==> src/chroma_rotate_gain_clamp_core_macros.svh <==
`ifndef CHROMA_ROTATE_GAIN_CLAMP_CORE_MACROS_SVH
`define CHROMA_ROTATE_GAIN_CLAMP_CORE_MACROS_SVH

// same-cycle implication, checked outside reset
`define CRG_ASSERT_IMPLY(label, clk, rst, ante, cons) \
  label: assert property (@(posedge clk) disable iff (rst) (ante) |-> (cons)) \
    else $error("crg assertion failed");

// next-cycle implication, checked outside reset
`define CRG_ASSERT_NEXT(label, clk, rst, ante, cons) \
  label: assert property (@(posedge clk) disable iff (rst) (ante) |=> (cons)) \
    else $error("crg assertion failed");

`endif

==> src/crg_pkg.sv <==
`timescale 1ns / 1ps
`default_nettype none

package crg_pkg;

  localparam int SAMPLE_W = 8;
  localparam int CENTER_W = 12;
  localparam int GAIN_W   = 16;
  localparam int ANGLE_W  = 16;
  localparam int APB_AW   = 5;
  localparam int APB_DW   = 32;

  typedef enum logic [2:0] {
    REG_CENTER_U   = 3'd0,
    REG_CENTER_V   = 3'd1,
    REG_GAIN_U     = 3'd2,
    REG_GAIN_V     = 3'd3,
    REG_COS_ANGLE  = 3'd4,
    REG_SIN_ANGLE  = 3'd5,
    REG_CLAMP_LOW  = 3'd6,
    REG_CLAMP_HIGH = 3'd7
  } reg_idx_t;

  typedef struct packed {
    logic        [CENTER_W-1:0] center_u;
    logic        [CENTER_W-1:0] center_v;
    logic        [GAIN_W-1:0]   gain_u;
    logic        [GAIN_W-1:0]   gain_v;
    logic signed [ANGLE_W-1:0]  cos_angle;
    logic signed [ANGLE_W-1:0]  sin_angle;
    logic        [SAMPLE_W-1:0] clamp_low;
    logic        [SAMPLE_W-1:0] clamp_high;
  } crg_cfg_t;

  localparam crg_cfg_t CFG_RESET = '{
    center_u:   12'd2048,
    center_v:   12'd2048,
    gain_u:     16'd2048,
    gain_v:     16'd2048,
    cos_angle:  16'sd16384,
    sin_angle:  16'sd0,
    clamp_low:  8'd0,
    clamp_high: 8'd255
  };

endpackage

`default_nettype wire

==> src/crg_cfg_regs.sv <==
`timescale 1ns / 1ps
`default_nettype none

module crg_cfg_regs (
  input  wire logic                        clk,
  input  wire logic                        rst,
  input  wire logic                        psel,
  input  wire logic                        penable,
  input  wire logic                        pwrite,
  input  wire logic [crg_pkg::APB_AW-1:0]  paddr,
  input  wire logic [crg_pkg::APB_DW-1:0]  pwdata,
  output logic      [crg_pkg::APB_DW-1:0]  prdata,
  output logic                             pready,
  output crg_pkg::crg_cfg_t                cfg
);
  import crg_pkg::*;

  logic     wr_en;
  reg_idx_t idx;

  assign pready = 1'b1;
  assign wr_en  = psel && penable && pwrite && pready;
  assign idx    = reg_idx_t'(paddr[APB_AW-1:2]);

  always_ff @(posedge clk) begin
    if (rst) begin
      cfg <= CFG_RESET;
    end else if (wr_en) begin
      unique case (idx)
        REG_CENTER_U:   cfg.center_u   <= pwdata[CENTER_W-1:0];
        REG_CENTER_V:   cfg.center_v   <= pwdata[CENTER_W-1:0];
        REG_GAIN_U:     cfg.gain_u     <= pwdata[GAIN_W-1:0];
        REG_GAIN_V:     cfg.gain_v     <= pwdata[GAIN_W-1:0];
        REG_COS_ANGLE:  cfg.cos_angle  <= signed'(pwdata[ANGLE_W-1:0]);
        REG_SIN_ANGLE:  cfg.sin_angle  <= signed'(pwdata[ANGLE_W-1:0]);
        REG_CLAMP_LOW:  cfg.clamp_low  <= pwdata[SAMPLE_W-1:0];
        REG_CLAMP_HIGH: cfg.clamp_high <= pwdata[SAMPLE_W-1:0];
        default: ;
      endcase
    end
  end

  always_comb begin
    prdata = '0;
    unique case (idx)
      REG_CENTER_U:   prdata = {{(APB_DW-CENTER_W){1'b0}}, cfg.center_u};
      REG_CENTER_V:   prdata = {{(APB_DW-CENTER_W){1'b0}}, cfg.center_v};
      REG_GAIN_U:     prdata = {{(APB_DW-GAIN_W){1'b0}}, cfg.gain_u};
      REG_GAIN_V:     prdata = {{(APB_DW-GAIN_W){1'b0}}, cfg.gain_v};
      REG_COS_ANGLE:  prdata = {{(APB_DW-ANGLE_W){1'b0}}, cfg.cos_angle};
      REG_SIN_ANGLE:  prdata = {{(APB_DW-ANGLE_W){1'b0}}, cfg.sin_angle};
      REG_CLAMP_LOW:  prdata = {{(APB_DW-SAMPLE_W){1'b0}}, cfg.clamp_low};
      REG_CLAMP_HIGH: prdata = {{(APB_DW-SAMPLE_W){1'b0}}, cfg.clamp_high};
      default:        prdata = '0;
    endcase
  end

endmodule

`default_nettype wire

==> config.mk <==
export PLATFORM = sky130hd
export DESIGN_NAME = crg_cfg_regs
export DESIGN_NICKNAME = d
export VERILOG_FILES = /design/src/chroma_rotate_gain_clamp_core_macros.svh /design/src/crg_pkg.sv /design/src/crg_cfg_regs.sv
export SDC_FILE = /design/constraint.sdc
export NUM_CORES = 1
export LEC_CHECK = 0
export ABC_AREA = 1
export BUFFER_PORTS_ARGS = -buffer_cell sky130_fd_sc_hd__buf_2
export CORE_MARGIN = 1
export CORE_UTILIZATION = 49
export CTS_BUF_LIST = sky130_fd_sc_hd__clkbuf_8
export CTS_CLUSTER_DIAMETER = 200
export DETAILED_ROUTE_END_ITERATION = 8
export GPL_TIMING_DRIVEN = 1
export HOLD_SLACK_MARGIN = 0.06
export PLACE_DENSITY = 0.84
export SYNTH_ARGS = -nofsm -noshare
export SYNTH_HDL_FRONTEND = slang
export SYNTH_SLANG_ARGS = --single-unit
==> constraint.sdc <==
create_clock -name clk -period 3.1 [get_ports clk]
set_input_delay 0.465 -clock clk [delete_from_list [all_inputs] [get_ports clk]]
set_output_delay 0.465 -clock clk [all_outputs]
set_load 0.05 [all_outputs]
==> metrics.txt, run 1 <==
DPL Wire Length 10700 um; die width a little over 100 um; CTS tree yes; Peak VDD IR ~220 uV; Reg clk slew, reported paths 0.09 ns; worst path arrival time about 2.2 ns; most flop-heavy register cfg; Final setup viols 0; vias 5372; number of setup buffers added after CTS 0; Rel. slew slack 0.491; Power Dens Cells between 400 and 500 nW/um2; Sink Count approximately 100; die height 102 um; Post-Synth Simple-Gate Area 0.371; yosys warns 0; Adder-Cell Fraction of Synth Area 0; Slew Limit Fails 0; antenna fix cells 0; reg2reg end cfg[40]; Synth Area in XOR/XNOR 0; cell row count 36; IO Count approximately 180; routed length per instance ~17 um; Setup crit start kind primary input; nets about 860; worst hold path class in -> reg; Cell variety after synth 21; largest family of logic cells by synthesized area simple AND/OR/NAND/NOR gates; Synth top area share 0.421; routed vias/inst around 5.6; Initial Util 0.506; Routed met2 length between 7000 and 8000 um; crit-path max cell delay about 0.50 ns; Num CTS Buffers 9; Total GRT Usage 0.306; final count of hold timing violations 0; max-cap violations 0; Tot Pwr between 2 and 3 mW; core area around 9800 um2; H-tree levels 3; Detailed Route WL 15900 um; CP Capture Point prdata[11]; pin count of the biggest net entering global routing 57; # port buffers between 100 and 150; number of remaining DRC errors 0; length of the first detailed-routing pass in iterations 5; Fillers roughly 970; Syn-to-layout area delta 16.1%; Mapped Area approximately 5000 um2; max reg flops approximately 100; FMAX approximately 0.37 GHz; total grt overflow 0; Crit. Startpoint paddr[4]; CTS Buffer Depth 2; WL met1 ~6400 um; Worst Skew 0 ns; P_leak between 2 and 3 nW; WL met3 1620 um; FF+latch count, synth 104; outcome finished clean; DR top layer met4; Worst-Skew Late Latency approximately 0.36 ns; area leader, netlist dfxtp_1; Synth Area in Compound Gates 0.0971; Area contributors post-synth dfxtp_1 42%, nor2_1 13%, o21ai_0 8.0%; CTS resizes 0; RSZ-0062 raised after global routing no; final critical-path required period 2.67 ns; cts hold-fix bufs 0; register area share after synthesis 0.421; Synth Area per Inst between 6 and 7 um2; Tcrit/Tclk final 0.862; first-pass GRT wire length 24700 um; Worst Path Class, Setup in -> out; Mapped Cells around 710; worst r2r src cfg[40]; TNS Setup 0 ns; layout cells sized above 1 0.234; initial antenna violation count 0; Crit-path slowest cell nand3_1; R2R Setup Slk 2.38 ns; vias in the first global route about 4800; critical path, cell by cell buf_2 -> nand3_1 -> o21ai_0 -> inv_1 -> nand3_1 -> buf_2; WP data required about 2.6 ns; mux cell area share after synthesis 0; Critical Path End Type output pin; die area about 11000 um2; Final ANT Viol Nets 0; worst reg-to-reg path cell count 2; DR iter-0 viols about 480; biggest regs cfg: 104 flops; GPL Wtd Cong around 0.83; Least-Margin Pin Slew approximately 0.76 ns; Crit Path Max Fanout 25; Root Driver clkbuf_8
[routing by layer]
| layer | up-vias | track usage |
|---|---|---|
| met5 | - | 0 |
| met1 | 2450 | 0.409 |
| met4 | 0 | 0.121 |
| met2 | 340 | 0.488 |
| li1 | 2534 | - |
| met3 | 48 | 0.0561 |
[critical path: cells and delay by family]
| family | cells | cell delay, ns |
|---|---|---|
| AOI/OAI and AO/OA | 1 | 0.38 |
| buffers and inverters | 3 | 0.75 |
| and+or+nand+nor | 2 | 0.59 |
[Yosys cell counts (all sizes together)]
cell type,count
inv,33
buf,46
o21ai,96
nand3,44
nand2,79
nand4,56
nor2,184
nor3,39
conb,2
clkbuf,30
dfxtp,104
[final cells by class]
cell class | instances | area [um2] | area share
Multi-Input combinational cell | 515 | 2380 | 0.414
Sequential cell | 104 | 2080 | 0.363
Timing Repair Buffer | 152 | 796 | 0.139
Tap cell | 133 | 166 | 0.0290
Clock buffer | 12 | 165 | 0.0288
Inverter | 33 | 126 | 0.0220
Clock inverter | 4 | 27.5 | 0.00480
[worst min path at each step]
stage | from | endpoint | slack (ns) | depth (start not counted)
floorplan | pwdata[14] | cfg[46] | 0.59 | 2
global placement | cfg[0] | cfg[0] | 0.47 | 2
detailed placement | cfg[103] | cfg[103] | 0.47 | 2
CTS | pwdata[14] | cfg[46] | 0.37 | 3
global route | pwdata[14] | cfg[46] | 0.39 | 3
finish | pwdata[14] | cfg[46] | 0.39 | 3
[through the flow]
step                      instance area, um2  instances   util  hold slack (ns)  worst slack [ns]
after floorplan                         5000        728      -            0.591              1.01
after global placement                  5550        937  0.568            0.467             0.455
after detailed placement                5550        937  0.568            0.468             0.455
after CTS                               5740        953  0.587            0.370             0.456
after global routing                    5740        953  0.587            0.387             0.288
final                                   5740        953  0.587            0.386             0.427
[cell usage in the layout, fill, tap and decap left out]
cell,netlist,final
nand3_1,39,39
buf_2,18,143
nor2_4,6,6
dfxtp_1,104,104
nand3_2,5,5
buf_4,23,8
inv_4,1,1
nor2_2,3,3
nand2_1,78,78
nand4_1,56,56
clkinvlp_4,0,3
clkinv_2,0,1
nand2_2,1,1
conb_1,2,17
inv_1,25,24
buf_12,0,1
nor3_1,39,39
o21ai_0,79,79
o21ai_1,17,17
clkbuf_8,0,12
inv_2,7,8
nor2_1,175,175
[kinds of logic after synthesis]
| family | after synthesis |
|---|---|
| simple gates | 402 |
| flops | 104 |
| other cells | 2 |
| compound gates | 96 |
| buf+inv | 109 |
[where the power goes]
| group | total (mW) | internal, mW | switching [mW] |
|---|---|---|---|
| logic | 0.355 | 0.0613 | 0.293 |
| registers | 1.37 | 1.35 | 0.0140 |
| clock network | 0.821 | 0.357 | 0.464 |
No activity file was read; power rests on OpenSTA's default activity.
==> inputs of run 2 (changes only) <==
--- a/config.mk
+++ b/config.mk
@@ -7,14 +7,16 @@
 export LEC_CHECK = 0
 export ABC_AREA = 1
 export BUFFER_PORTS_ARGS = -buffer_cell sky130_fd_sc_hd__buf_2
+export CELL_PAD_IN_SITES_DETAIL_PLACEMENT = 2
+export CELL_PAD_IN_SITES_GLOBAL_PLACEMENT = 2
 export CORE_MARGIN = 1
-export CORE_UTILIZATION = 49
+export CORE_UTILIZATION = 29
 export CTS_BUF_LIST = sky130_fd_sc_hd__clkbuf_8
 export CTS_CLUSTER_DIAMETER = 200
 export DETAILED_ROUTE_END_ITERATION = 8
 export GPL_TIMING_DRIVEN = 1
 export HOLD_SLACK_MARGIN = 0.06
-export PLACE_DENSITY = 0.84
+export PLACE_DENSITY = 0.93
 export SYNTH_ARGS = -nofsm -noshare
 export SYNTH_HDL_FRONTEND = slang
 export SYNTH_SLANG_ARGS = --single-unit
==> run 2 against run 1 <==
  * Register-to-register slack worse by 0.10 ns
  * Count of clock-buffer cells in the layout unchanged
  * Via count up 1.1%
  * Combinational power up 5%
  * Maximum frequency down 0.18%
  * Flip-flop and latch count unchanged
  * Sequential power about the same
  * Clock skew unchanged
  * Clock power up 3.9%
  * Design area up 2.8%
  * Critical path type unchanged
  * Largest power group unchanged
  * Highest routed layer unchanged
==> metrics.txt, run 2 (synthesis results as in run 1) <==
worst reg-to-reg path cell count 2 (unchanged); critical path, cell by cell buf_2 -> inv_2 -> nand3_2 -> nor2_1 -> nor2_1 -> nand3_1 -> buf_2 (was buf_2 -> nand3_1 -> o21ai_0 -> inv_1 -> nand3_1 -> buf_2); CTS tree yes (unchanged); final critical-path required period 2.68 ns (was 2.67 ns); Fillers 2012 (was 974); die width 133 um (was 102 um); first-pass GRT wire length 32900 um (was 24700 um); Peak VDD IR 255 uV (was 222 uV); length of the first detailed-routing pass in iterations 4 (was 5); H-tree levels 3 (unchanged); Detailed Route WL 21200 um (was 15900 um); max reg flops 104 (unchanged); R2R Setup Slk 2.28 ns (was 2.38 ns); final instance area 5900 um2 (was 5740 um2); routed length per instance 20.2 um (was 16.7 um); Total GRT Usage 0.245 (was 0.306); WP data required 2.63 ns (about the same); Worst Path Class, Setup in -> out (unchanged); Crit path max-delay family simple AND/OR/NAND/NOR gates (was buffers and inverters); Worst Skew 0 ns (unchanged); Rel. slew slack 0.640 (was 0.491); Syn-to-layout area delta 19.3% (was 16.1%); vias 5429 (was 5372); Root Driver clkbuf_8 (unchanged); Setup crit start kind primary input (unchanged); final count of hold timing violations 0 (unchanged); cell row count 47 (was 36); FMAX 0.373 GHz (was 0.374 GHz); die area 17600 um2 (was 10500 um2); Final ANT Viol Nets 0 (unchanged); Power Dens Cells 440 nW/um2 (was 443 nW/um2); sequential cell area 2080 um2 (unchanged); GPL Wtd Cong 0.801 (was 0.831); reg2reg end cfg[20] (was cfg[40]); total grt overflow 0 (unchanged); antenna fix cells 0 (unchanged); commonest non-fill, non-tap cell in the layout nor2_1 (unchanged); number of remaining DRC errors 0 (unchanged); Buf/Inv on CP 3 (unchanged); cts hold-fix bufs 0 (unchanged); pin count of the biggest net entering global routing 82 (was 57); Num CTS Buffers 9 (unchanged); Tcrit/Tclk final 0.864 (was 0.862); core area 16600 um2 (was 9770 um2); worst hold path class in -> reg (unchanged); Least-Margin Pin Slew 0.539 ns (was 0.762 ns); Placed Area 5720 um2 (was 5550 um2); Crit Path Max Fanout 19 (was 25); worst path arrival time 2.21 ns (about the same); area of the multi-input gates 2380 um2 (unchanged); TNS Setup 0 ns (unchanged); nets 865 (was 857); Initial Util 0.297 (was 0.506); Final setup viols 0 (unchanged); WHS Endpoint cfg[46] (unchanged); die height 133 um (was 102 um); # port buffers 143 (unchanged); hold_sp pwdata[14] (unchanged); Worst-Skew Late Latency 0.40 ns (was 0.36 ns); layout cells sized above 1 0.240 (was 0.234); vias in the first global route 5618 (was 4818); initial antenna violation count 0 (unchanged); Sink Count 104 (unchanged); routed vias/inst 5.18 (was 5.64); IO Count 179 (unchanged); CTS Buffer Depth 2 (unchanged); worst hold stages 3 (unchanged); max-cap violations 0 (unchanged); most frequent cells in the layout 175 x nor2_1, 143 x buf_2, 104 x dfxtp_1 (unchanged); Critical Path End Type output pin (unchanged); RSZ-0062 raised after global routing no (unchanged); DR iter-0 viols 238 (was 479); Slew Limit Fails 0 (unchanged); number of setup buffers added after CTS 0 (unchanged); outcome finished clean (unchanged); worst r2r src cfg[20] (was cfg[40]); biggest regs cfg: 104 flops (unchanged); P_leak 2.90 nW (was 2.85 nW); crit-path max cell delay 0.36 ns (was 0.50 ns); CTS resizes 0 (unchanged); Crit-path slowest cell buf_2 (was nand3_1); DPL Wire Length 15100 um (was 10700 um); most flop-heavy register cfg (unchanged); Reg clk slew, reported paths 0.10 ns (was 0.09 ns)
[run 2: cell count changes in the layout (fill, tap and decap cells not counted)]
cell	previous run	this run
clkinv_2	1	3
inv_1	24	25
buf_4	8	16
clkinvlp_4	3	0
[run 2: metrics by stage]
step	hold WS, ns	total power [mW]	instances	util	setup WS [ns]
detailed placement	0.483	1.77	1032	0.344	0.525
global placement	0.472	1.76	1032	0.344	0.583
CTS	0.328	2.62	1048	0.355	0.444
floorplan	0.591	1.68	728	-	1.01
global route	0.331	2.70	1048	0.355	0.347
finish	0.336	2.59	1048	0.355	0.422
[run 2: report_power, final]
group | internal (mW) | leakage, nW | switching (mW)
Sequential | 1.35 | 0.840 | 0.0159
Clock | 0.352 | 0.103 | 0.500
Combinational | 0.0662 | 1.96 | 0.307
Total | 1.77 | 2.90 | 0.823
[run 2: worst register-to-register path: stages (launching register included)]
cell	delay, ns
dfxtp_1	0.36
o21ai_0	0.25
nor2_1	0.09
[run 2: cell type report]
type / instances / area share
sequential: 104 / 0.353
clock inverter: 4 / 0.00318
tap: 220 / 0.0466
multi-input combinational: 515 / 0.403
inverter: 33 / 0.0214
clock buffer: 12 / 0.0280
timing repair buffer: 160 / 0.145
[run 2: per-layer routing]
metal | part of all wire | track usage
met5 | 0 | 0
met4 | 0.018 | 0.0639
met3 | 0.051 | 0.0563
met2 | 0.50 | 0.426
met1 | 0.43 | 0.304
[run 2: worst max path at each step]
stage                  start        end  slack, ns  cells past startpoint
global placement    paddr[2]  prdata[4]       0.58                      7
floorplan           paddr[4]  prdata[5]       1.01                      7
detailed placement  paddr[2]  prdata[4]       0.52                      7
CTS                 paddr[2]  prdata[4]       0.44                      7
global route        paddr[2]  prdata[4]       0.35                      7
finish              paddr[2]  prdata[4]       0.42                      7
==> inputs of run 3 (changes only) <==
==> constraint.sdc (replaced) <==
create_clock -name clk -period 3.1 [get_ports clk]
set_input_delay 0.93 -clock clk [delete_from_list [all_inputs] [get_ports clk]]
set_output_delay 0.93 -clock clk [all_outputs]
set_load 0.05 [all_outputs]
==> run 3 against run 2 <==
  * Maximum frequency down 12%
  * Sequential power hardly changed
  * Combinational power rose by 6.7%
  * Worst setup slack worse by 0.37 ns
  * Clock skew unchanged
  * Sequential share of layout area is 1.2 points lower
==> metrics.txt, run 3 (synthesis results as in run 1) <==
outcome finished clean (unchanged); vias in the first global route 5804 (was 5618); most flop-heavy register cfg (unchanged); Crit Path Max Fanout 23 (was 19); Rel. slew slack 0.565 (was 0.640); worst hold path class reg -> reg (was in -> reg); RSZ-0062 raised after global routing yes (was no); final count of hold timing violations 0 (unchanged); core area 16600 um2 (unchanged); most frequent cells in the layout 174 x nor2_1, 131 x buf_2, 104 x dfxtp_1 (was 175 x nor2_1, 143 x buf_2, 104 x dfxtp_1); P_leak 2.99 nW (was 2.90 nW); DPL Wire Length 15900 um (was 15100 um); CTS Buffer Depth 2 (unchanged); Initial Util 0.297 (unchanged); crit-path max cell delay 0.31 ns (was 0.36 ns); H-tree levels 3 (unchanged); layout cells sized above 1 0.256 (was 0.240); routed vias/inst 5.18 (about the same); Peak VDD IR 227 uV (was 255 uV); antenna fix cells 0 (unchanged); length of the first detailed-routing pass in iterations 4 (unchanged); initial antenna violation count 0 (unchanged); GPL Wtd Cong 0.845 (was 0.801); Tcrit/Tclk final 0.982 (was 0.864); Least-Margin Pin Slew 0.651 ns (was 0.539 ns); TNS Setup 0 ns (unchanged); Setup crit start kind primary input (unchanged); biggest regs cfg: 104 flops (unchanged); die width 133 um (unchanged); DR iter-0 viols 252 (was 238); Critical Path End Type output pin (unchanged); Crit path max-delay family buffers and inverters (was simple AND/OR/NAND/NOR gates); WP data required 2.17 ns (was 2.63 ns); Final setup viols 0 (unchanged); Core Util, Final 0.367 (was 0.355); cts hold-fix bufs 0 (unchanged); max-cap violations 0 (unchanged); pin count of the biggest net entering global routing 33 (was 82); first-pass GRT wire length 33200 um (was 32900 um); final critical-path required period 3.05 ns (was 2.68 ns); Root Driver clkbuf_8 (unchanged); CTS tree yes (unchanged); Buf/Inv on CP 3 (unchanged); die area 17600 um2 (unchanged); Total GRT Usage 0.248 (was 0.245); # port buffers 143 (unchanged); Placed Cells 1047 (was 1032); final instance area 6110 um2 (was 5900 um2); routed length per instance 20.2 um (about the same); cell row count 47 (unchanged); FMAX 0.328 GHz (was 0.373 GHz); nets 880 (was 865); number of setup buffers added after CTS 0 (unchanged); Syn-to-layout area delta 23.6% (was 19.3%); commonest non-fill, non-tap cell in the layout nor2_1 (unchanged); die height 133 um (unchanged); Detailed Route WL 21500 um (was 21200 um); Num CTS Buffers 9 (unchanged); critical path, cell by cell buf_2 -> buf_4 -> nand4_1 -> nand2_1 -> nor2_1 -> nand3_1 -> clkbuf_4 (was buf_2 -> inv_2 -> nand3_2 -> nor2_1 -> nor2_1 -> nand3_1 -> buf_2); Power Dens Cells 434 nW/um2 (was 440 nW/um2); Worst-Skew Late Latency 0.38 ns (was 0.40 ns); Slew Limit Fails 0 (unchanged); worst path arrival time 2.12 ns (was 2.21 ns); vias 5506 (was 5429); Reg clk slew, reported paths 0.10 ns (about the same); max reg flops 104 (unchanged); total grt overflow 0 (unchanged); Placed Area 5850 um2 (was 5720 um2); IO Count 179 (unchanged); Final ANT Viol Nets 0 (unchanged); number of remaining DRC errors 0 (unchanged); Tot Pwr 2.65 mW (was 2.59 mW); Worst Path Class, Setup in -> out (unchanged); Crit-path slowest cell buf_4 (was buf_2); Sink Count 104 (unchanged); Non-Filler Instances 1063 (was 1048); Worst Skew 0 ns (unchanged)
## run 3: layer usage
metal / track usage / vias up / routed length (um)
li1: - / 2577 / -
met1: 0.295 / 2769 / 9080
met2: 0.450 / 136 / 11000
met3: 0.0533 / 24 / 992
met4: 0.0639 / 0 / 438
met5: 0 / - / 0
## run 3: power breakdown
part           switching [mW]  internal, mW  total, mW
registers              0.0165          1.35       1.37
logic                   0.313        0.0857      0.398
clock network           0.493         0.392      0.885
## run 3: worst min-delay path, delay by kind of cell, from the launching register on
family	cells	cell delay (ns)
simple gates	2	0.12
flops	1	0.34
## run 3: path summary, 6_finish.rpt
kind / startpoint / end / slack (ns) / depth (start not counted)
worst max-delay path: paddr[2] / prdata[1] / 0.05 / 7
worst min-delay path: cfg[91] / cfg[91] / 0.51 / 2
worst max register to register: cfg[25] / cfg[25] / 2.33 / 2
worst min register to register: cfg[91] / cfg[91] / 0.51 / 2
## run 3: final cells by class
| cell class | instances | area, um2 |
|---|---|---|
| timing repair buffer | 175 | 1030 |
| fill | 2059 | 10500 |
| multi-input combinational | 515 | 2400 |
| clock inverter | 6 | 60.1 |
| clock buffer | 10 | 138 |
| inverter | 33 | 129 |
| sequential | 104 | 2080 |
| tap | 220 | 275 |
## run 3: per-stage QoR
step | setup slack [ns] | hold slack [ns]
CTS | 0.0143 | 0.520
detailed placement | 0.000255 | 0.502
global route | -0.0246 | 0.543
finish | 0.0547 | 0.507
global placement | 0.0521 | 0.472
floorplan | 0.0822 | 0.697
## run 3: timing repair
item	in CTS	in global routing
gates resized for setup	3	17
endpoints found under the hold margin	0	0
endpoints found under the setup margin	3	13
